[src/design/i2cm_pkg.sv]
`default_nettype none
package i2cm_pkg;

   localparam int NumBusesDefault = 4;

   typedef enum logic [4:0] {
      PH_IDLE    = 5'd0,
      PH_START1  = 5'd1,
      PH_HW1     = 5'd2,
      PH_LO1     = 5'd3,
      PH_REGHI   = 5'd4,
      PH_REGLO   = 5'd5,
      PH_DELAYF  = 5'd6,
      PH_START2  = 5'd7,
      PH_HW2     = 5'd8,
      PH_LO2     = 5'd9,
      PH_RESTART = 5'd10,
      PH_RD      = 5'd11,
      PH_DELAYB  = 5'd12,
      PH_RX      = 5'd13,
      PH_WAIT    = 5'd14,
      PH_DATA    = 5'd15,
      PH_STOPOK  = 5'd16,
      PH_STOPNAK = 5'd17
   } phase_type;

   localparam logic [2:0] ACT_TICK  = 3'd0;
   localparam logic [2:0] ACT_WRITE = 3'd1;
   localparam logic [2:0] ACT_DREAD = 3'd2;
   localparam logic [2:0] ACT_RREAD = 3'd3;
   localparam logic [2:0] ACT_BYTE  = 3'd4;

   localparam logic [1:0] OP_WRITE = 2'd1;
   localparam logic [1:0] OP_DREAD = 2'd2;
   localparam logic [1:0] OP_RREAD = 2'd3;

   localparam logic [2:0] REG_DEVADDR = 3'd0;
   localparam logic [2:0] REG_TENBIT  = 3'd1;
   localparam logic [2:0] REG_REG2    = 3'd2;
   localparam logic [2:0] REG_RETRY   = 3'd3;
   localparam logic [2:0] REG_DPLACE  = 3'd4;
   localparam logic [2:0] REG_DTICKS  = 3'd5;

   localparam logic [1:0] DLY_BEFORE = 2'd1;
   localparam logic [1:0] DLY_AFTER  = 2'd2;

endpackage
`default_nettype wire

[src/design/i2c_master_transaction_engine.sv]
`default_nettype none
// Each accepted word's result word is registered in the output register.
// Throughput: one word per cycle unless the output stalls; one state update per slot sets it.
// A new word is taken while the previous result waits, as long as the output register frees.
// Reset (synchronous, active high) returns the sequencer to idle, all lines high,
// configuration to its defaults (retry limit one) and the result channel empty.
module i2c_master_transaction_engine #(
   parameter int NUM_BUSES = i2cm_pkg::NumBusesDefault
) (
   input  wire logic        clock,
   input  wire logic        reset,
   input  wire logic        req_valid,
   output logic             req_ready,
   input  wire logic [2:0]  req_action,
   input  wire logic [2:0]  req_bus_index,
   input  wire logic [15:0] req_register_address,
   input  wire logic [7:0]  req_length,
   input  wire logic [7:0]  req_write_byte,
   input  wire logic [3:0]  req_sda_in,
   output logic             rsp_valid,
   input  wire logic        rsp_ready,
   output logic [3:0]       rsp_scl_levels,
   output logic [3:0]       rsp_sda_levels,
   output logic [3:0]       rsp_sda_listen,
   output logic             rsp_busy_res,
   output logic             rsp_byte_request,
   output logic             rsp_read_valid,
   output logic [7:0]       rsp_read_data,
   output logic             rsp_last_byte,
   output logic             rsp_done_res,
   output logic             rsp_failed,
   input  wire logic        csr_write,
   input  wire logic [2:0]  csr_index,
   input  wire logic [15:0] csr_data
);
   import i2cm_pkg::*;

   logic [15:0] dev_addr_ff;
   logic        ten_bit_ff, reg2_ff;
   logic [7:0]  retry_ff;
   logic [1:0]  dplace_ff;
   logic [15:0] dticks_ff;

   phase_type   phase_ff, phase_in;
   logic [1:0]  slot_ff, slot_in;
   logic [3:0]  bit_ff, bit_in;
   logic [7:0]  shift_ff, shift_in;
   logic [7:0]  bcnt_ff, bcnt_in;
   logic [7:0]  btot_ff, btot_in;
   logic [7:0]  att_ff, att_in;
   logic [15:0] dly_ff, dly_in;
   logic [2:0]  bus_ff, bus_in;
   logic [1:0]  op_ff, op_in;
   logic [15:0] rega_ff, rega_in;
   logic [3:0]  scl_ff, scl_in;
   logic [3:0]  sda_ff, sda_in;

   logic [3:0] o_listen;
   logic       o_rv, o_last, o_done, o_fail;
   logic [7:0] o_rdata;

   logic       step;
   logic [3:0] busbit, busbit_n;
   logic       sample;
   logic [7:0] hdr, lo;

   assign req_ready = !rsp_valid || rsp_ready;
   assign step = req_valid && req_ready;

   // Buses at or above the bus count, or beyond the four line bits, have no lines.
   always_comb begin
      busbit = '0;
      if (int'(bus_ff) < NUM_BUSES && bus_ff < 3'd4) begin
         busbit[bus_ff[1:0]] = 1'b1;
      end
   end
   assign busbit_n = busbit;
   assign sample = (bus_ff < 3'd4) ? req_sda_in[bus_ff[1:0]] : 1'b1;
   assign hdr = dev_addr_ff[15:8] & 8'hFE;
   assign lo = dev_addr_ff[7:0];

   function automatic logic [7:0] addr_byte(input phase_type ph, input logic tb,
                                            input logic [7:0] h, input logic [7:0] l,
                                            input logic [15:0] ra);
      unique case (ph)
         PH_HW1:           addr_byte = tb ? h : (l & 8'hFE);
         PH_HW2:           addr_byte = h;
         PH_LO1, PH_LO2:   addr_byte = l;
         PH_REGHI:         addr_byte = ra[15:8];
         PH_REGLO:         addr_byte = ra[7:0];
         PH_RD:            addr_byte = (tb ? h : (l & 8'hFE)) | 8'h01;
         default:          addr_byte = 8'h00;
      endcase
   endfunction

   always_comb begin
      phase_type nx;
      logic      go;
      logic      nak;
      logic [7:0] bc;
      phase_in = phase_ff; slot_in = slot_ff; bit_in = bit_ff; shift_in = shift_ff;
      bcnt_in = bcnt_ff; btot_in = btot_ff; att_in = att_ff; dly_in = dly_ff;
      bus_in = bus_ff; op_in = op_ff; rega_in = rega_ff; scl_in = scl_ff; sda_in = sda_ff;
      o_listen = '0; o_rv = 1'b0; o_last = 1'b0; o_done = 1'b0; o_fail = 1'b0;
      o_rdata = '0;
      nx = PH_IDLE; go = 1'b0; nak = 1'b0;
      bc = bcnt_ff;
      if (phase_ff == PH_IDLE) begin
         if (req_action == ACT_WRITE || req_action == ACT_DREAD || req_action == ACT_RREAD) begin
            if (int'(req_bus_index) >= NUM_BUSES || retry_ff == 8'd0) begin
               o_fail = 1'b1;
            end else begin
               bus_in = req_bus_index;
               op_in = req_action[1:0];
               rega_in = req_register_address;
               btot_in = req_length;
               att_in = retry_ff;
               bcnt_in = '0;
               nx = PH_START1; go = 1'b1;
            end
         end
      end else begin
         unique case (phase_ff)
            PH_START1, PH_START2, PH_RESTART: begin
               if (slot_ff == 2'd0) begin
                  sda_in = sda_ff | busbit; scl_in = scl_ff | busbit; slot_in = 2'd1;
               end else if (slot_ff == 2'd1) begin
                  sda_in = sda_ff & ~busbit_n; slot_in = 2'd2;
               end else begin
                  scl_in = scl_ff & ~busbit_n;
                  go = 1'b1;
                  priority case (phase_ff)
                     PH_START1: nx = (op_ff == OP_DREAD && !ten_bit_ff) ? PH_RD : PH_HW1;
                     PH_START2: nx = ten_bit_ff ? PH_HW2 : PH_RD;
                     default:   nx = PH_RD;
                  endcase
               end
            end
            PH_HW1, PH_LO1, PH_REGHI, PH_REGLO, PH_HW2, PH_LO2, PH_RD, PH_DATA: begin
               if (!bit_ff[3]) begin
                  if (slot_ff == 2'd0) begin
                     sda_in = shift_ff[3'd7 - bit_ff[2:0]] ? (sda_ff | busbit)
                                                           : (sda_ff & ~busbit_n);
                     slot_in = 2'd1;
                  end else if (slot_ff == 2'd1) begin
                     scl_in = scl_ff | busbit; slot_in = 2'd2;
                  end else begin
                     scl_in = scl_ff & ~busbit_n; slot_in = 2'd0; bit_in = bit_ff + 4'd1;
                  end
               end else begin
                  o_listen = busbit;
                  if (slot_ff == 2'd0) begin
                     sda_in = sda_ff | busbit; scl_in = scl_ff | busbit;
                     shift_in = {7'd0, sample}; slot_in = 2'd1;
                  end else begin
                     scl_in = scl_ff & ~busbit_n;
                     go = 1'b1;
                     if (shift_ff[0]) begin
                        nx = PH_STOPNAK;
                     end else begin
                        priority case (phase_ff)
                           PH_HW1, PH_LO1: begin
                              if (phase_ff == PH_HW1 && ten_bit_ff) nx = PH_LO1;
                              else if (phase_ff == PH_LO1 && op_ff == OP_DREAD) nx = PH_RESTART;
                              else if (op_ff == OP_WRITE) begin
                                 bc = 8'd0;
                                 nx = (8'd0 < btot_ff) ? PH_WAIT : PH_STOPOK;
                              end else if (op_ff == OP_DREAD) nx = PH_RESTART;
                              else nx = reg2_ff ? PH_REGHI : PH_REGLO;
                           end
                           PH_REGHI: nx = PH_REGLO;
                           PH_REGLO: nx = (dplace_ff == DLY_BEFORE && dticks_ff != 16'd0)
                                          ? PH_DELAYF : PH_START2;
                           PH_HW2:   nx = PH_LO2;
                           PH_LO2:   nx = PH_RESTART;
                           PH_RD: begin
                              bc = 8'd0;
                              if (op_ff == OP_RREAD && dplace_ff == DLY_AFTER &&
                                  dticks_ff != 16'd0) nx = PH_DELAYB;
                              else nx = (8'd0 < btot_ff) ? PH_RX : PH_STOPOK;
                           end
                           default: begin
                              bc = bcnt_ff + 8'd1;
                              nx = (bc < btot_ff) ? PH_WAIT : PH_STOPOK;
                           end
                        endcase
                     end
                  end
               end
            end
            PH_RX: begin
               if (!bit_ff[3]) begin
                  o_listen = busbit;
                  if (slot_ff == 2'd0) begin
                     scl_in = scl_ff | busbit; shift_in = {shift_ff[6:0], sample};
                     slot_in = 2'd1;
                  end else begin
                     scl_in = scl_ff & ~busbit_n; slot_in = 2'd0; bit_in = bit_ff + 4'd1;
                  end
               end else begin
                  nak = !((9'(bcnt_ff) + 9'd1) < 9'(btot_ff));
                  if (slot_ff == 2'd0) begin
                     sda_in = nak ? (sda_ff | busbit) : (sda_ff & ~busbit_n); slot_in = 2'd1;
                  end else if (slot_ff == 2'd1) begin
                     scl_in = scl_ff | busbit; slot_in = 2'd2;
                  end else begin
                     scl_in = scl_ff & ~busbit_n;
                     o_rv = 1'b1; o_rdata = shift_ff; o_last = nak;
                     bc = bcnt_ff + 8'd1;
                     go = 1'b1; nx = (bc < btot_ff) ? PH_RX : PH_STOPOK;
                  end
               end
            end
            PH_DELAYF, PH_DELAYB: begin
               if (dly_ff > 16'd1) begin
                  dly_in = dly_ff - 16'd1;
               end else begin
                  dly_in = '0; go = 1'b1;
                  if (phase_ff == PH_DELAYF) nx = PH_START2;
                  else nx = (bcnt_ff < btot_ff) ? PH_RX : PH_STOPOK;
               end
            end
            PH_WAIT: begin
               if (req_action == ACT_BYTE) begin
                  go = 1'b1; nx = PH_DATA;
               end
            end
            PH_STOPOK, PH_STOPNAK: begin
               if (slot_ff == 2'd0) begin
                  sda_in = sda_ff & ~busbit_n; scl_in = scl_ff | busbit; slot_in = 2'd1;
               end else begin
                  sda_in = sda_ff | busbit; go = 1'b1;
                  if (phase_ff == PH_STOPOK) begin
                     o_done = 1'b1; nx = PH_IDLE;
                  end else begin
                     logic [7:0] a;
                     a = (att_ff > 8'd0) ? att_ff - 8'd1 : att_ff;
                     att_in = a;
                     if (a == 8'd0) begin
                        o_fail = 1'b1; nx = PH_IDLE;
                     end else begin
                        bc = 8'd0; nx = PH_START1;
                     end
                  end
               end
            end
            default: begin
               go = 1'b1; nx = PH_IDLE;
            end
         endcase
      end
      bcnt_in = (phase_ff == PH_IDLE) ? bcnt_in : bc;
      if (go) begin
         phase_in = nx; slot_in = '0; bit_in = '0;
         shift_in = addr_byte(nx, ten_bit_ff, hdr, lo, rega_in);
         if (phase_ff == PH_WAIT) shift_in = req_write_byte;
         if (nx == PH_DELAYF || nx == PH_DELAYB) dly_in = dticks_ff;
         if (nx == PH_RX) sda_in = sda_in | busbit;
      end
   end

   always_ff @(posedge clock) begin
      if (reset) begin
         dev_addr_ff <= '0; ten_bit_ff <= 1'b0; reg2_ff <= 1'b0;
         retry_ff <= 8'd1; dplace_ff <= '0; dticks_ff <= '0;
      end else if (csr_write) begin
         unique case (csr_index)
            REG_DEVADDR: dev_addr_ff <= csr_data;
            REG_TENBIT:  ten_bit_ff <= csr_data[0];
            REG_REG2:    reg2_ff <= csr_data[0];
            REG_RETRY:   retry_ff <= csr_data[7:0];
            REG_DPLACE:  dplace_ff <= csr_data[1:0];
            REG_DTICKS:  dticks_ff <= csr_data;
            default: ;
         endcase
      end
   end

   always_ff @(posedge clock) begin
      if (reset) begin
         phase_ff <= PH_IDLE; slot_ff <= '0; bit_ff <= '0; shift_ff <= '0;
         bcnt_ff <= '0; btot_ff <= '0; att_ff <= '0; dly_ff <= '0;
         bus_ff <= '0; op_ff <= '0; rega_ff <= '0; scl_ff <= '1; sda_ff <= '1;
         rsp_valid <= 1'b0;
      end else begin
         if (step) begin
            phase_ff <= phase_in; slot_ff <= slot_in; bit_ff <= bit_in; shift_ff <= shift_in;
            bcnt_ff <= bcnt_in; btot_ff <= btot_in; att_ff <= att_in; dly_ff <= dly_in;
            bus_ff <= bus_in; op_ff <= op_in; rega_ff <= rega_in;
            scl_ff <= scl_in; sda_ff <= sda_in;
            rsp_valid <= 1'b1;
         end else if (rsp_ready) begin
            rsp_valid <= 1'b0;
         end
      end
   end

   always_ff @(posedge clock) begin
      if (step) begin
         rsp_scl_levels <= scl_in;
         rsp_sda_levels <= sda_in;
         rsp_sda_listen <= o_listen;
         rsp_busy_res <= phase_in != PH_IDLE;
         rsp_byte_request <= phase_in == PH_WAIT;
         rsp_read_valid <= o_rv;
         rsp_read_data <= o_rdata;
         rsp_last_byte <= o_last;
         rsp_done_res <= o_done;
         rsp_failed <= o_fail;
      end
   end

endmodule
`default_nettype wire

[config.mk]
export PLATFORM = sky130hd
export DESIGN_NAME = i2c_master_transaction_engine
export DESIGN_NICKNAME = d
export VERILOG_FILES = /design/src/design/i2cm_pkg.sv /design/src/design/i2c_master_transaction_engine.sv
export SDC_FILE = /design/constraint.sdc
export NUM_CORES = 1
export LEC_CHECK = 0
export BUFFER_PORTS_ARGS = -buffer_cell sky130_fd_sc_hd__buf_2
export CORE_UTILIZATION = 46
export CTS_BUF_LIST = sky130_fd_sc_hd__clkbuf_8
export DETAILED_ROUTE_END_ITERATION = 7
export SLEW_MARGIN = 20
export SYNTH_ARGS = -nofsm -noshare
export SYNTH_HDL_FRONTEND = slang
export SYNTH_SLANG_ARGS = --single-unit
[constraint.sdc]
create_clock -name clock -period 9.9 [get_ports clock]
set_input_delay 1.98 -clock clock [delete_from_list [all_inputs] [get_ports clock]]
set_output_delay 1.98 -clock clock [all_outputs]
set_load 0.05 [all_outputs]
==> impl_metrics.py <==
metrics = {
    "run_status": {
        "status": "finished clean",
    },
    "die": {
        "rows": 51,
        "dieArea_mm2": 0.0211,
        "die_w_um": 145,
        "die_height_um": 145,
        "core_mm2": 0.0198,
        "initial_utilization": 0.476,
        "pin_count": 94,
    },
    "logic_synthesis": {
        "synth_area_per_cell_um2": 7.87,
        "synth_enable_flop_cells": 26,
        "synth_sequential_area_ratio": 0.363,
        "synth-seq-cells": 158,
        "synth_top_cell_by_area": "dfxtp_1",
        "yosys-top-cells-area": "dfxtp_1 28%, nand2_1 9.5%, edfxtp_1 8.3%",
        "ys_warn_count": 0,
        "syn-cell-area_mm2": 0.00942,
        "synth_top_area_share": 0.281,
        "synth_nets": 1287,
        "synthArstFlopShare": 0,
        "syn_inst": 1197,
        "ys_types": 99,
        "yosys_most_used_dff": "dfxtp_1",
    },
    "finish": {
        "mostFrequentLayoutCells": "239 x nand2_1, 132 x dfxtp_1, 128 x a21oi_1",
        "synthToLayoutAreaGrowth_pct": 9.74,
        "finish.utilization": 0.523,
        "final_common_cell": "nand2_1",
        "nNetsFinal": 1332,
        "layout-drive-gt1-share": 0.143,
    },
    "cts": {
        "htree_num_levels": 4,
        "cts-root-buf": "clkbuf_8",
        "clock_sinks": 158,
        "cts_tree": "built",
        "clkLatencyLatePin_ns": 0.48,
        "clockBufferDepth": 2,
        "cts.clk_slew.worst_paths_ns": 0.09,
        "cts_post_setup_buffers_inserted": 0,
        "cts_resized": 0,
        "cts_buffers": 17,
        "cts-hold-fix-buffers": 0,
    },
    "timing": {
        "finalClockSkew_ns": 0.0267,
        "final_max_slew_viol_count": 0,
        "final-hold-violation-count": 0,
        "worstMarginPinSlew_ns": 1.08,
        "max-slew-margin-rel": 0.280,
        "finalSetupViolations": 0,
        "setup_slack_ns": 5.45,
        "rsz0062_at_grt": "false",
        "finalCriticalPeriod_ns": 4.45,
        "max_freq_ghz": 0.224,
        "fin_crit_sh": 0.450,
        "setup_tns_ns": 0,
        "whs_ns": 0.464,
    },
    "min_path": {
        "hp-class": "register to register",
        "min_from": "rega_ff[13]",
        "hold_depth": 2,
        "whs_endpoint": "rega_ff[13]",
    },
    "power_and_ir_drop": {
        "p_leak_nw": 3.84,
        "p_per_area_mw_per_mm2": 142,
        "vdd_drop_max_mv": 0.0817,
    },
    "critical_path": {
        "critPathLaunchType": "input pin",
        "crit-reg2reg-launch": "bcnt_ff[2]",
        "reg2reg_depth": 14,
        "rr_endpoint": "shift_ff[2]",
        "cpMostUsedCell": "buf_2",
        "cp_data_required_time_ns": 7.92,
        "ff2ff_setup_slack_ns": 5.61,
        "cp_max_fo": 4,
        "setup.worst_path.class": "input pin to output pin",
        "crit_path_cell_trace": "buf_2 > nand2b_1 > buf_2",
        "arrival_ns": 2.47,
        "crit_path_top_delay_cell": "buf_2",
        "crit_path_max_incr_delay_ns": 0.28,
        "endpoint_kind": "output pin",
    },
    "global_routing": {
        "overflow": 0,
        "grt_pass1_wl_um": 46600,
        "first_global_vias": 8424,
        "antenna_found_initial": 2,
        "grt_usage": 0.278,
        "grt_max_degree": 103,
    },
    "placed_design": {
        "dp_worst_setup_slack_ns": 5.02,
        "place_congestion": 0.935,
        "portBuffers": 93,
        "post-dp-hpwl_um": 21100,
    },
    "detailed_routing": {
        "wire_per_inst_um": 19.2,
        "antenna_left": 0,
        "via_per_inst": 6.01,
        "drc_errors": 0,
        "first_iter_violations": 725,
        "totalWireLength_um": 29300,
        "vias": 9147,
        "firstDrtPassIters": 7,
    },
    "flow_run": {
        "maxCapViolCount": 0,
    },
}
==> routing by layer <==
metal | up-vias | GRT usage | routed length [um]
met4 | 2 | 0.0721 | 479
met2 | 354 | 0.445 | 13400
li1 | 4429 | - | -
met5 | - | 0 | 8
met3 | 38 | 0.0575 | 2070
met1 | 4324 | 0.380 | 13300
==> kinds of logic (layout without fill, tap and decap cells) <==
logic type	after synthesis	in the layout	share of synthesized area
simple gates	534	534	0.269
compound gates	334	334	0.237
flops	158	158	0.363
buf+inv	98	156	0.0438
mux	32	32	0.0392
fa+ha+maj	24	24	0.0319
xor+xnor	17	17	0.0158
other cells	0	1	0
==> Yosys cell counts, types with 6 or more instances <==
cell type and instances:
a211o_1 9, a211oi_1 20, a21o_1 6, a21oi_1 128, a221oi_1 15, a22oi_1 10, a311oi_1 12, a31oi_1 15
and2_1 16, and3_1 11, buf_2 15, clkbuf_1 50, dfxtp_1 132, edfxtp_1 26, ha_1 24, inv_1 24
mux2_2 8, mux2i_1 20, nand2_1 239, nand2b_1 15, nand3_1 21, nand4_1 8, nor2_1 109, nor2b_1 10
nor3_1 29, nor4_1 18, o2111ai_1 6, o211ai_1 6, o21ai_0 41, or2_2 10, xnor2_1 10, xor2_1 7
==> worst max-delay path: cells and delay by family <==
kind,cells,cell delay [ns]
buffers and inverters,2,0.35
and+or+nand+nor,1,0.14
==> cell type report <==
type	instances	area, um^2
sequential	158	3420
clock buffer	19	262
antenna	1	2.50
multi-input combinational	941	5580
clock inverter	13	124
fill	1959	9440
inverter	25	93.8
timing repair buffer	99	517
tap	265	332
==> registers in the layout, summed over array words and instances (netlist names), 2 cells and up <==
register        count
att_ff              8
shift_ff            8
bus_ff              3
dplace_ff           2
retry_ff            8
slot_ff             2
phase_ff            5
dev_addr_ff        15
dly_ff             16
scl_ff              4
rsp_read_data       8
rsp_scl_levels      4
bcnt_ff             8
btot_ff             8
rsp_sda_listen      4
rsp_sda_levels      4
rega_ff            16
bit_ff              4
op_ff               2
dticks_ff          16
sda_ff              4
==> worst max path at each step <==
stage | start | end | slack, ns | cells past startpoint
2_1_floorplan | rsp_ready | rsp_busy_res | 5.35 | 5
3_3_place_gp | req_action[1] | shift_ff[2] | 5.10 | 10
3_5_place_dp | req_action[1] | shift_ff[2] | 5.02 | 10
4_1_cts | rsp_ready | req_ready | 5.45 | 3
5_1_grt | rsp_ready | rega_ff[9] | 5.29 | 8
6_report | rsp_ready | req_ready | 5.45 | 3
==> power breakdown <==
| part | internal [mW] | switching (mW) | total [mW] |
|---|---|---|---|
| registers | 0.679 | 0.0256 | 0.704 |
| logic | 0.0858 | 0.186 | 0.272 |
| clock network | 0.217 | 0.273 | 0.491 |
| total | 0.982 | 0.485 | 1.47 |
==> metrics by stage <==
stage	power [mW]	cells	cell area [um^2]
4_1_cts	1.47	1520	10300
3_3_place_gp	0.984	1488	9950
3_5_place_dp	0.985	1488	9950
5_1_grt	1.53	1521	10300
2_1_floorplan	0.904	1197	9420
6_report	1.47	1521	10300
(Power assumes the default switching activity.)
